### src/lfu_pkg.sv
// Package for the LFU cache table: sizes, field widths, controller state,
// and the command and status types between controller and datapath.
// No dependencies; every other file imports it.
`default_nettype none

package lfu_pkg;

  localparam int MAX_ENTRIES = 16;
  localparam int IDX_W       = (MAX_ENTRIES > 1) ? $clog2(MAX_ENTRIES) : 1;
  localparam int OCC_W       = $clog2(MAX_ENTRIES + 1);
  localparam int CAP_W       = 5;
  localparam int CMP_W       = (OCC_W > CAP_W) ? OCC_W : CAP_W;
  localparam int KEY_W       = 32;
  localparam int DATA_W      = 32;
  localparam int COUNT_W     = 16;

  localparam logic [CAP_W-1:0]   CAP_RESET = CAP_W'(16);
  localparam logic [COUNT_W-1:0] COUNT_MAX = '1;
  localparam logic               OP_GET    = 1'b0;
  localparam logic               OP_PUT    = 1'b1;

  typedef enum logic [1:0] {
    ST_IDLE,
    ST_SCAN,
    ST_COMMIT
  } state_t;

  typedef struct packed {
    logic start;
    logic step;
    logic commit;
  } cmd_t;

  typedef struct packed {
    logic scan_last;
  } status_t;

endpackage

`default_nettype wire

### src/lfu_req_if.sv
// Request channel: op, key and data_in with a valid/ready handshake.
// Depends on lfu_pkg.
`default_nettype none

interface lfu_req_if;
  import lfu_pkg::*;

  logic                     valid;
  logic                     ready;
  logic                     op;
  logic signed [KEY_W-1:0]  key;
  logic signed [DATA_W-1:0] data_in;

  modport source (output valid, output op, output key, output data_in, input ready);
  modport sink (input valid, input op, input key, input data_in, output ready);
endinterface

`default_nettype wire

### src/lfu_rsp_if.sv
// Response channel: hit, data_out, evicted and evicted_key with valid/ready.
// Depends on lfu_pkg.
`default_nettype none

interface lfu_rsp_if;
  import lfu_pkg::*;

  logic                     valid;
  logic                     ready;
  logic                     hit;
  logic signed [DATA_W-1:0] data_out;
  logic                     evicted;
  logic signed [KEY_W-1:0]  evicted_key;

  modport source (output valid, output hit, output data_out, output evicted,
                  output evicted_key, input ready);
  modport sink (input valid, input hit, input data_out, input evicted,
                input evicted_key, output ready);
endinterface

`default_nettype wire

### src/lfu_cfg_if.sv
// Configuration write channel carrying the capacity register value.
// Depends on lfu_pkg.
`default_nettype none

interface lfu_cfg_if;
  import lfu_pkg::*;

  logic             valid;
  logic             ready;
  logic [CAP_W-1:0] data;

  modport source (output valid, output data, input ready);
  modport sink (input valid, input data, output ready);
endinterface

`default_nettype wire

### src/lfu_ctrl.sv
// Controller for the LFU cache table: sequences accept, entry scan and commit,
// and owns the response valid flag. Depends on lfu_pkg.
`default_nettype none

module lfu_ctrl (
  input  wire              clk,
  input  wire              rst,
  input  wire              req_valid,
  output logic             req_ready,
  output logic             rsp_valid,
  input  wire              rsp_ready,
  output lfu_pkg::cmd_t    cmd,
  input  lfu_pkg::status_t status
);
  import lfu_pkg::*;

  state_t state;
  state_t state_next;
  logic   rsp_valid_next;

  always_ff @(posedge clk) begin
    if (rst) begin
      state     <= ST_IDLE;
      rsp_valid <= 1'b0;
    end else begin
      state     <= state_next;
      rsp_valid <= rsp_valid_next;
    end
  end

  always_comb begin
    state_next = state;
    cmd        = '0;
    req_ready  = 1'b0;
    unique case (state)
      ST_IDLE: begin
        req_ready = 1'b1;
        if (req_valid) begin
          cmd.start  = 1'b1;
          state_next = ST_SCAN;
        end
      end
      ST_SCAN: begin
        cmd.step = 1'b1;
        if (status.scan_last) begin
          state_next = ST_COMMIT;
        end
      end
      ST_COMMIT: begin
        // The result register must be free, or be emptied in this cycle.
        if (!rsp_valid || rsp_ready) begin
          cmd.commit = 1'b1;
          state_next = ST_IDLE;
        end
      end
      default: begin
        state_next = ST_IDLE;
      end
    endcase

    if (cmd.commit) begin
      rsp_valid_next = 1'b1;
    end else if (rsp_ready) begin
      rsp_valid_next = 1'b0;
    end else begin
      rsp_valid_next = rsp_valid;
    end
  end

endmodule

`default_nettype wire

### src/lfu_dpath.sv
// Datapath for the LFU cache table: entry storage, the one-entry-per-cycle
// scan for match, victim and free slot, the commit update and the result
// register. Depends on lfu_pkg.
`default_nettype none

module lfu_dpath (
  input  wire                             clk,
  input  wire                             rst,
  input  lfu_pkg::cmd_t                   cmd,
  output lfu_pkg::status_t                status,
  input  wire                             cfg_write,
  input  wire [lfu_pkg::CAP_W-1:0]        cfg_data,
  input  wire                             req_op,
  input  wire signed [lfu_pkg::KEY_W-1:0]  req_key,
  input  wire signed [lfu_pkg::DATA_W-1:0] req_data,
  output logic                            rsp_hit,
  output logic signed [lfu_pkg::DATA_W-1:0] rsp_data,
  output logic                            rsp_evicted,
  output logic signed [lfu_pkg::KEY_W-1:0]  rsp_evicted_key
);
  import lfu_pkg::*;

  // Entry storage.
  logic                     valid [MAX_ENTRIES];
  logic [KEY_W-1:0]         keys  [MAX_ENTRIES];
  logic [DATA_W-1:0]        vals  [MAX_ENTRIES];
  logic [COUNT_W-1:0]       count [MAX_ENTRIES];
  logic [IDX_W-1:0]         rank  [MAX_ENTRIES];
  logic [OCC_W-1:0]         occupancy;
  logic [CAP_W-1:0]         capacity;

  // Captured request.
  logic                     op;
  logic [KEY_W-1:0]         key;
  logic [DATA_W-1:0]        data;

  // Scan state.
  logic [IDX_W-1:0]         idx;
  logic                     match_found;
  logic [IDX_W-1:0]         match_idx;
  logic [IDX_W-1:0]         match_rank;
  logic [DATA_W-1:0]        match_value;
  logic                     victim_found;
  logic [IDX_W-1:0]         victim_idx;
  logic [IDX_W-1:0]         victim_rank;
  logic [COUNT_W-1:0]       victim_count;
  logic [KEY_W-1:0]         victim_key;
  logic                     free_found;
  logic [IDX_W-1:0]         free_idx;

  // Per-step and commit decisions.
  logic                     cur_valid;
  logic                     is_match;
  logic                     is_victim;
  logic                     is_free;
  logic [CMP_W-1:0]         cap_sat;
  logic                     do_insert;
  logic                     do_evict;
  logic                     do_store;
  logic [IDX_W-1:0]         ins_slot;

  assign status.scan_last = (idx == IDX_W'(MAX_ENTRIES - 1));

  always_comb begin
    cur_valid = valid[idx];
    is_match  = cur_valid && (keys[idx] == key) && !match_found;
    is_victim = cur_valid && (!victim_found || (count[idx] < victim_count) ||
                ((count[idx] == victim_count) && (rank[idx] > victim_rank)));
    is_free   = !cur_valid && !free_found;

    if (CMP_W'(capacity) > CMP_W'(MAX_ENTRIES)) begin
      cap_sat = CMP_W'(MAX_ENTRIES);
    end else begin
      cap_sat = CMP_W'(capacity);
    end
    do_insert = !match_found && (op == OP_PUT) && (cap_sat != '0);
    do_evict  = do_insert && (CMP_W'(occupancy) >= cap_sat) && victim_found;
    do_store  = do_insert && (do_evict || free_found);
    ins_slot  = do_evict ? victim_idx : free_idx;
  end

  // Control state: valid bits, occupancy, capacity and scan flags.
  always_ff @(posedge clk) begin
    if (rst) begin
      for (int i = 0; i < MAX_ENTRIES; i++) begin
        valid[i] <= 1'b0;
      end
      occupancy    <= '0;
      capacity     <= CAP_RESET;
      idx          <= '0;
      match_found  <= 1'b0;
      victim_found <= 1'b0;
      free_found   <= 1'b0;
    end else begin
      if (cfg_write) begin
        capacity <= cfg_data;
      end
      if (cmd.start) begin
        idx          <= '0;
        match_found  <= 1'b0;
        victim_found <= 1'b0;
        free_found   <= 1'b0;
      end else if (cmd.step) begin
        idx <= idx + 1'b1;
        if (is_match) begin
          match_found <= 1'b1;
        end
        if (is_victim) begin
          victim_found <= 1'b1;
        end
        if (is_free) begin
          free_found <= 1'b1;
        end
      end
      if (cmd.commit && do_store) begin
        // An eviction followed by an insert leaves the occupancy unchanged.
        valid[ins_slot] <= 1'b1;
        if (!do_evict) begin
          occupancy <= occupancy + 1'b1;
        end
      end
    end
  end

  // Payload: request capture, scan records, entry fields and the result.
  always_ff @(posedge clk) begin
    if (cmd.start) begin
      op   <= req_op;
      key  <= req_key;
      data <= req_data;
    end
    if (cmd.step) begin
      if (is_match) begin
        match_idx   <= idx;
        match_rank  <= rank[idx];
        match_value <= vals[idx];
      end
      if (is_victim) begin
        victim_idx   <= idx;
        victim_rank  <= rank[idx];
        victim_count <= count[idx];
        victim_key   <= keys[idx];
      end
      if (is_free) begin
        free_idx <= idx;
      end
    end
    if (cmd.commit) begin
      for (int i = 0; i < MAX_ENTRIES; i++) begin
        if (match_found) begin
          if (IDX_W'(i) == match_idx) begin
            rank[i] <= '0;
            if (count[i] != COUNT_MAX) begin
              count[i] <= count[i] + 1'b1;
            end
            if (op == OP_PUT) begin
              vals[i] <= data;
            end
          end else if (valid[i] && (rank[i] < match_rank)) begin
            rank[i] <= rank[i] + 1'b1;
          end
        end else if (do_store) begin
          if (IDX_W'(i) == ins_slot) begin
            keys[i]  <= key;
            vals[i]  <= data;
            count[i] <= COUNT_W'(1);
            rank[i]  <= '0;
          end else if (valid[i]) begin
            // Entries older than the victim close its gap, then all age by one.
            if (do_evict && (rank[i] > victim_rank)) begin
              rank[i] <= rank[i];
            end else begin
              rank[i] <= rank[i] + 1'b1;
            end
          end
        end
      end
      rsp_hit         <= match_found;
      rsp_data        <= (match_found && (op == OP_GET)) ? match_value : '1;
      rsp_evicted     <= do_evict;
      rsp_evicted_key <= do_evict ? victim_key : '0;
    end
  end

endmodule

`default_nettype wire

### src/lfu_cache_table.sv
// LFU cache table, top level. Depends on lfu_pkg, lfu_req_if, lfu_rsp_if,
// lfu_cfg_if, lfu_ctrl and lfu_dpath.
//
// Usage: each request transaction on req carries a get or a put with a key and
// a value. Exactly one response transaction on rsp follows for every request:
// hit, the stored value on a get hit (else all ones), and the evicted key when
// a put of a new key into a full table replaced the least frequently used
// entry (least recently used among equal counts).
// The cfg channel writes the capacity register; it is always ready. The user
// must write it only while no request is in flight; this is not enforced.
// Sequence: a request is taken in an idle cycle, the entries are then scanned one
// per cycle (one comparator and one victim compare shared by all entries), and
// a commit state updates the table and loads the result register. A new
// request is accepted only after the previous one has been committed.
// Reset empties the table and sets the capacity to 16. When the receiver
// stalls, the result waits in its register while the next request is accepted
// and scanned; that request's commit waits until the register is taken.
`default_nettype none

module lfu_cache_table (
  input wire      clk,
  input wire      rst,
  lfu_req_if.sink req,
  lfu_rsp_if.source rsp,
  lfu_cfg_if.sink cfg
);
  import lfu_pkg::*;

  cmd_t    cmd;
  status_t status;
  logic    cfg_write;

  assign cfg.ready = 1'b1;
  assign cfg_write = cfg.valid && cfg.ready;

  lfu_ctrl u_ctrl (
    .clk       (clk),
    .rst       (rst),
    .req_valid (req.valid),
    .req_ready (req.ready),
    .rsp_valid (rsp.valid),
    .rsp_ready (rsp.ready),
    .cmd       (cmd),
    .status    (status)
  );

  lfu_dpath u_dpath (
    .clk             (clk),
    .rst             (rst),
    .cmd             (cmd),
    .status          (status),
    .cfg_write       (cfg_write),
    .cfg_data        (cfg.data),
    .req_op          (req.op),
    .req_key         (req.key),
    .req_data        (req.data_in),
    .rsp_hit         (rsp.hit),
    .rsp_data        (rsp.data_out),
    .rsp_evicted     (rsp.evicted),
    .rsp_evicted_key (rsp.evicted_key)
  );

endmodule

`default_nettype wire
### src/flat_wrapper.sv
// flat-port wrapper written by rule: the top's interface ports become plain ports
module lfu_cache_table_flat import lfu_pkg::*;
  (clk, rst, req_valid, req_op, req_key, req_data_in, req_ready, rsp_valid, rsp_hit, rsp_data_out, rsp_evicted, rsp_evicted_key, rsp_ready, cfg_valid, cfg_data, cfg_ready);
  lfu_req_if req_i ();
  lfu_rsp_if rsp_i ();
  lfu_cfg_if cfg_i ();
  input wire clk;
  input wire rst;
  input wire logic [$bits(req_i.valid)-1:0] req_valid;
  input wire logic [$bits(req_i.op)-1:0] req_op;
  input wire logic [$bits(req_i.key)-1:0] req_key;
  input wire logic [$bits(req_i.data_in)-1:0] req_data_in;
  output wire logic [$bits(req_i.ready)-1:0] req_ready;
  output wire logic [$bits(rsp_i.valid)-1:0] rsp_valid;
  output wire logic [$bits(rsp_i.hit)-1:0] rsp_hit;
  output wire logic [$bits(rsp_i.data_out)-1:0] rsp_data_out;
  output wire logic [$bits(rsp_i.evicted)-1:0] rsp_evicted;
  output wire logic [$bits(rsp_i.evicted_key)-1:0] rsp_evicted_key;
  input wire logic [$bits(rsp_i.ready)-1:0] rsp_ready;
  input wire logic [$bits(cfg_i.valid)-1:0] cfg_valid;
  input wire logic [$bits(cfg_i.data)-1:0] cfg_data;
  output wire logic [$bits(cfg_i.ready)-1:0] cfg_ready;
  assign req_i.valid = req_valid;
  assign req_i.op = req_op;
  assign req_i.key = req_key;
  assign req_i.data_in = req_data_in;
  assign req_ready = req_i.ready;
  assign rsp_valid = rsp_i.valid;
  assign rsp_hit = rsp_i.hit;
  assign rsp_data_out = rsp_i.data_out;
  assign rsp_evicted = rsp_i.evicted;
  assign rsp_evicted_key = rsp_i.evicted_key;
  assign rsp_i.ready = rsp_ready;
  assign cfg_i.valid = cfg_valid;
  assign cfg_i.data = cfg_data;
  assign cfg_ready = cfg_i.ready;
  lfu_cache_table u_core (.clk(clk), .rst(rst), .req(req_i), .rsp(rsp_i), .cfg(cfg_i));
endmodule
### config.mk
export PLATFORM = sky130hd
export DESIGN_NAME = lfu_cache_table_flat
export DESIGN_NICKNAME = d
export VERILOG_FILES = /design/src/lfu_pkg.sv /design/src/lfu_req_if.sv /design/src/lfu_rsp_if.sv /design/src/lfu_cfg_if.sv /design/src/lfu_ctrl.sv /design/src/lfu_dpath.sv /design/src/lfu_cache_table.sv /design/src/flat_wrapper.sv
export SDC_FILE = /design/constraint.sdc
export NUM_CORES = 2
export LEC_CHECK = 0
export BUFFER_PORTS_ARGS = -buffer_cell sky130_fd_sc_hd__buf_2
export CAP_MARGIN = 20
export CORE_UTILIZATION = 45
export CTS_BUF_LIST = sky130_fd_sc_hd__clkbuf_8
export CTS_CLUSTER_DIAMETER = 150
export DETAILED_ROUTE_END_ITERATION = 16
export MAX_ROUTING_LAYER = met4
export PLACE_DENSITY_LB_ADDON = 0.1
export SYNTH_ARGS = -nofsm -noshare
export SYNTH_HDL_FRONTEND = slang
export SYNTH_SLANG_ARGS = --single-unit
### constraint.sdc
create_clock -name clk -period 8.65 [get_ports clk]
set_input_delay 1.2975 -clock clk [delete_from_list [all_inputs] [get_ports clk]]
set_output_delay 1.2975 -clock clk [all_outputs]
set_load 0.02 [all_outputs]
Word-level counts from Yosys, hierarchy flattened. Memory sizes are Yosys's and may differ from the RTL's. A register that Yosys moved wholly into a read port is not among the register bits. Index checks and enable logic that the tools add are counted.

$lt $le $gt $ge: 36. Eq/ne operators: 54. Reduce and logical (&&, ||, !) cells: 110. Add/sub/neg operators: 34. Bitwise operators: 98. Multiplexer cells: 854.

Operators by type and width (count): $mux 32 (46); $reduce_or 32->1 (30); $mux 1 (653); $mux 16 (31); $mux 4 (119); $add 16x1->16 const B (16); $ne 16x16->1 const B (16); $reduce_or 16->1 (15); $or 1x1->1 (96); $add 4x1->4 const B (17); $gt 4x4->1 (17); $eq 4x4->1 const A (16); $lt 4x4->1 (16); $logic_and 1x1->1 (44); $eq 3x4->1 const A (8); $eq 32x32->1 (1); $eq 16x16->1 (1); $eq 2x4->1 const A (4); $lt 16x16->1 (1); $eq 1x4->1 const A (2); $logic_not 4->1 (2); $reduce_and 2->1 (4); $mux 2 (3); $pmux 2 s3 (1); other kinds (18) (27).

Register bits after elaboration: 219. Output and inout bits: 69. Logic and storage cells: 1213. Input port bits: 75. Memory bits (writable): 1360. Memories: 5.

Memory list: u_core.u_dpath.keys (depth 16, width 32, rd ports 1, clocked after Yosys merged registers in 1, wr ports 1, RTL line lfu_dpath.sv:25) `logic [KEY_W-1:0] keys [MAX_ENTRIES];`; u_core.u_dpath.vals (depth 16, width 32, rd ports 1, clocked after Yosys merged registers in 1, wr ports 1, RTL line lfu_dpath.sv:26) `logic [DATA_W-1:0] vals [MAX_ENTRIES];`; u_core.u_dpath.count (depth 16, width 16, rd ports 17, clocked after Yosys merged registers in 1, wr ports 1, RTL line lfu_dpath.sv:27) `logic [COUNT_W-1:0] count [MAX_ENTRIES];`; u_core.u_dpath.rank (depth 16, width 4, rd ports 17, clocked after Yosys merged registers in 1, wr ports 16, RTL line lfu_dpath.sv:28) `logic [IDX_W-1:0] rank [MAX_ENTRIES];`; u_core.u_dpath.valid (depth 16, width 1, rd ports 17, clocked after Yosys merged registers in 1, wr ports 16, RTL line lfu_dpath.sv:24) `logic valid [MAX_ENTRIES];`.

Longest topological paths before layout.
Depth after elaboration: 30. Gate-level depth with buffers: 18.

Hierarchy. A second synthesis with hierarchy kept.

Cell total of the unflattened synthesis: 4332. Area total of the unflattened synthesis: 71536.1 µm².

Modules (own cells, without submodules): lfu_dpath (instances 1, area each 71368.4 µm², cells each 4313); lfu_ctrl (instances 1, area each 156.4 µm², cells each 17); lfu_cache_table (instances 1, area each 11.3 µm², cells each 2).

Least setup slack after synthesis. No wires, ideal clock.

Path type: register to register. Start point: register (tool-made name). End point: register u_core.u_dpath.victim_count[0], read port of u_core.u_dpath.count (enable). Path slack: 0.121 ns. Data arrival time: 7.974 ns. Cell stages (with the launch flop): 19. Setup time: 0.556 ns. Clock period less this slack: 8.529 ns. Path through: dfxtp_1 buf_6 buf_12 buf_6 buf_4 buf_2 buf_2 buf_1 mux4_2 mux4_2 ha_1 a21o_1 a21o_1 a21o_1 a21oi_1 nor2b_1 o211ai_1 nand3_1 a21boi_0.

RTL lines: end: declaration (RTL line lfu_dpath.sv:46) `logic [COUNT_W-1:0] victim_count;`.

==> impl_metrics.toml <==
[status]
outcome = "completed"

[yosys]
avgSynthCellArea_um2 = 16.5
ys_warn_count = 0
synth_cell_type_count = 83
async_flop_share = 0
netlist_area_mm2 = 0.0711
ys_seq_area_frac = 0.674
ys_ff_latch = 1615
synth_edf_count = 1559
synth_nets = 4565
synthFlopType = "edfxtp_1"
synthCells = 4319

[floorplan]
die_w_um = 399
ioPinCount = 144
start_util = 0.454
dieArea_mm2 = 0.160
core_area_mm2 = 0.157
die_y_um = 399
num_rows = 145

[timing]
period_share = 0.613
finalSetupViolCount = 0
finalHoldViolCount = 0
worst_pin_slew_ps = 1320
skew_ps = 58.0
rsz0062_at_grt = "no"
clock.fmax_ghz = 0.189
period_needed_ps = 5300
slew_headroom = 0.120
drv_slew = 0
fin_setup_tns_ps = 0

[placement]
gp_congestion = 0.879
dp_hpwl_mm = 114
port_buffers = 142

[pwr]
p_switching_w = 0.00339
combPwrFrac = 0.025
p_clk_frac = 0.418
leakagePower_nw = 26.5
pwr-share-seq = 0.557
power.share.switching = 0.218
intPower_w = 0.0122
ir_drop_mv = 0.145
power_density_mw_per_mm2 = 195

[clock_tree]
cts_hold_buf = 0
htreeDepth = 5
cts_buffer_depth = 4
path_clk_slew_ps = 60
cts_resized = 0
clk_latency_ps = 960
cts_tree = "done"
cts_buffers = 294
cts-root-buf = "clkbuf_8"
clock_sinks = 1615
cts_setup_buffers = 0

[setup_path]
path_cells = "buf_4, nor2b_1, a22oi_1, a21oi_1, nor3_1, nor4b_1, nand4_1, nor4_4, buf_4"
critPathMaxFanout = 49
cp-start-kind = "flop"
cp.arrival_ps = 5850
cp_common_cell = "buf_4"
slowest_stage = "buf_4"
crit_buf_inv = 2
max_stage_delay_ps = 810
cp_data_required_time_ps = 9200
worst_setup_path_end_kind = "flop"
reg2reg_slack_ps = 3350
path_delay_family = "simple AND/OR/NAND/NOR gates"
path_class = "flop to flop"

[grt]
grt_pass1_wl_mm = 278
grtUsageTotal = 0.248
grt_pass1_vias = 39900
grt_max_degree = 102
grt_overflow = 0
antenna_found_initial = 14

[routing]
num_vias = 40300
drc = 0
wl_met3_mm = 12.8
via_per_inst = 5.82
wl_mm = 190
met1_length_mm = 86.6
dr.first_iter.drc_count = 4258
post_drt_wl_per_cell_um = 27.5
top_layer = "met4"
drtPass1Iterations = 6
wl_met2_mm = 86.1
ant_nets = 0

[finish]
num-fill-cells = 13100
mostFrequentLayoutCells = "edfxtp_1, nor2_1, mux4_2"
fin_nets = 4903
final_common_cell = "edfxtp_1"
fin_util = 0.509
multi_input_area_mm2 = 0.0222
drive_gt1_frac = 0.206
syn_to_final_growth_pct = 12.1
register_area_mm2 = 0.0480

[run]
drv_cap = 0

[hold_path]
hp-class = "flop to flop"
-- through the flow --
| step | worst slack [ps] | cells | total power, W | hold WS (ps) | instance area [µm²] |
|---|---|---|---|---|---|
| floorplan | 121 | 4319 | 0.00906 | 441 | 71100 |
| global placement | 3270 | 6417 | 0.00921 | 489 | 74500 |
| detailed placement | 3310 | 6418 | 0.00921 | 498 | 74500 |
| CTS | 3270 | 6908 | 0.0157 | 426 | 79600 |
| global route | 3040 | 6919 | 0.0161 | 443 | 79700 |
| finish | 3350 | 6924 | 0.0155 | 510 | 79700 |
-- registers in the layout, summed over array words and instances (netlist names), 2 cells and up, named ones only --
register and flops:
u_core.u_dpath.victim_count 16, u_core.u_ctrl.state 2, u_core.u_dpath.match_idx 4, u_core.u_dpath.free_idx 4, u_core.u_dpath.victim_key 32, u_core.u_dpath.data 32, u_core.u_dpath.match_value 32, u_core.u_dpath.rank 64
u_core.u_dpath.victim_rank 4, u_core.u_dpath.occupancy 5, u_core.u_dpath.idx 4, u_core.u_dpath.valid 16, u_core.u_dpath.victim_idx 4, u_core.u_dpath.rsp_evicted_key 32, u_core.u_dpath.capacity 5, u_core.u_dpath.rsp_data 32
u_core.u_dpath.match_rank 4, u_core.u_dpath.count 256, u_core.u_dpath.key 32, u_core.u_dpath.vals 512, u_core.u_dpath.keys 512
-- power by group through the flow --
stage | clock [W] | combinational [W] | sequential, W
finish | 0.00650 | 0.000392 | 0.00865
global route | 0.00698 | 0.000418 | 0.00866
CTS | 0.00666 | 0.000398 | 0.00865
detailed placement | 0 | 0.000397 | 0.00881
global placement | 0 | 0.000396 | 0.00881
floorplan | 0 | 0.000284 | 0.00877
-- synthesized netlist by cell type (40+ instances only) --
library cell	count	area, µm²
edfxtp_1	1559	46800
nor2_1	463	1740
mux4_2	358	8060
ha_1	171	2140
xor2_1	151	1320
nand3_1	146	731
xnor2_1	129	1130
nand2_1	124	465
inv_1	106	398
and3_1	104	651
clkbuf_1	97	364
nand2b_1	90	563
mux2i_1	86	861
a21oi_1	57	285
dfxtp_1	56	1120
nor2b_1	55	344
o21ai_0	54	270
nand4_1	40	250
-- per-layer routing --
metal  track usage  vias up
li1              -    17700
met1         0.358    20800
met2         0.360     1470
met3        0.0446      329
met4        0.0698        0
met5             -        -
-- cell type report --
class | count | share of cell area
clock inverters | 183 | 0.0109
diodes | 15 | 0.000471
inverters | 109 | 0.00517
multi-input cells | 2415 | 0.279
clock buffers | 307 | 0.0530
well taps | 2058 | 0.0323
flip-flops and latches | 1615 | 0.602
repair buffers | 222 | 0.0172
-- final timing paths --
| path | from | end | cells past startpoint |
|---|---|---|---|
| setup / recovery | flop | u_core.u_dpath.match_value[29]$_DFFE_PP_ | 9 |
| hold / removal | u_core.u_dpath.match_value[3]$_DFFE_PP_ | u_core.u_dpath.rsp_data[3]$_SDFFCE_PN1P_ | 1 |
| setup reg to reg | flop | u_core.u_dpath.match_value[29]$_DFFE_PP_ | 9 |
| hold reg to reg | u_core.u_dpath.match_value[3]$_DFFE_PP_ | u_core.u_dpath.rsp_data[3]$_SDFFCE_PN1P_ | 1 |
-- kinds of logic (layout without fill, tap and decap cells) --
logic type | count (synthesis) | after routing | synth area share
buffers and inverters | 289 | 821 | 0.0179
AOI/OAI and AO/OA | 385 | 385 | 0.0383
and+or+nand+nor | 1111 | 1111 | 0.0753
muxes | 467 | 467 | 0.129
xor gates and xnor gates | 280 | 280 | 0.0345
adders and majority gates | 171 | 171 | 0.0301
other | 1 | 16 | 0.0000528
DFF | 1615 | 1615 | 0.674
Power figures use the tool's default switching activity.
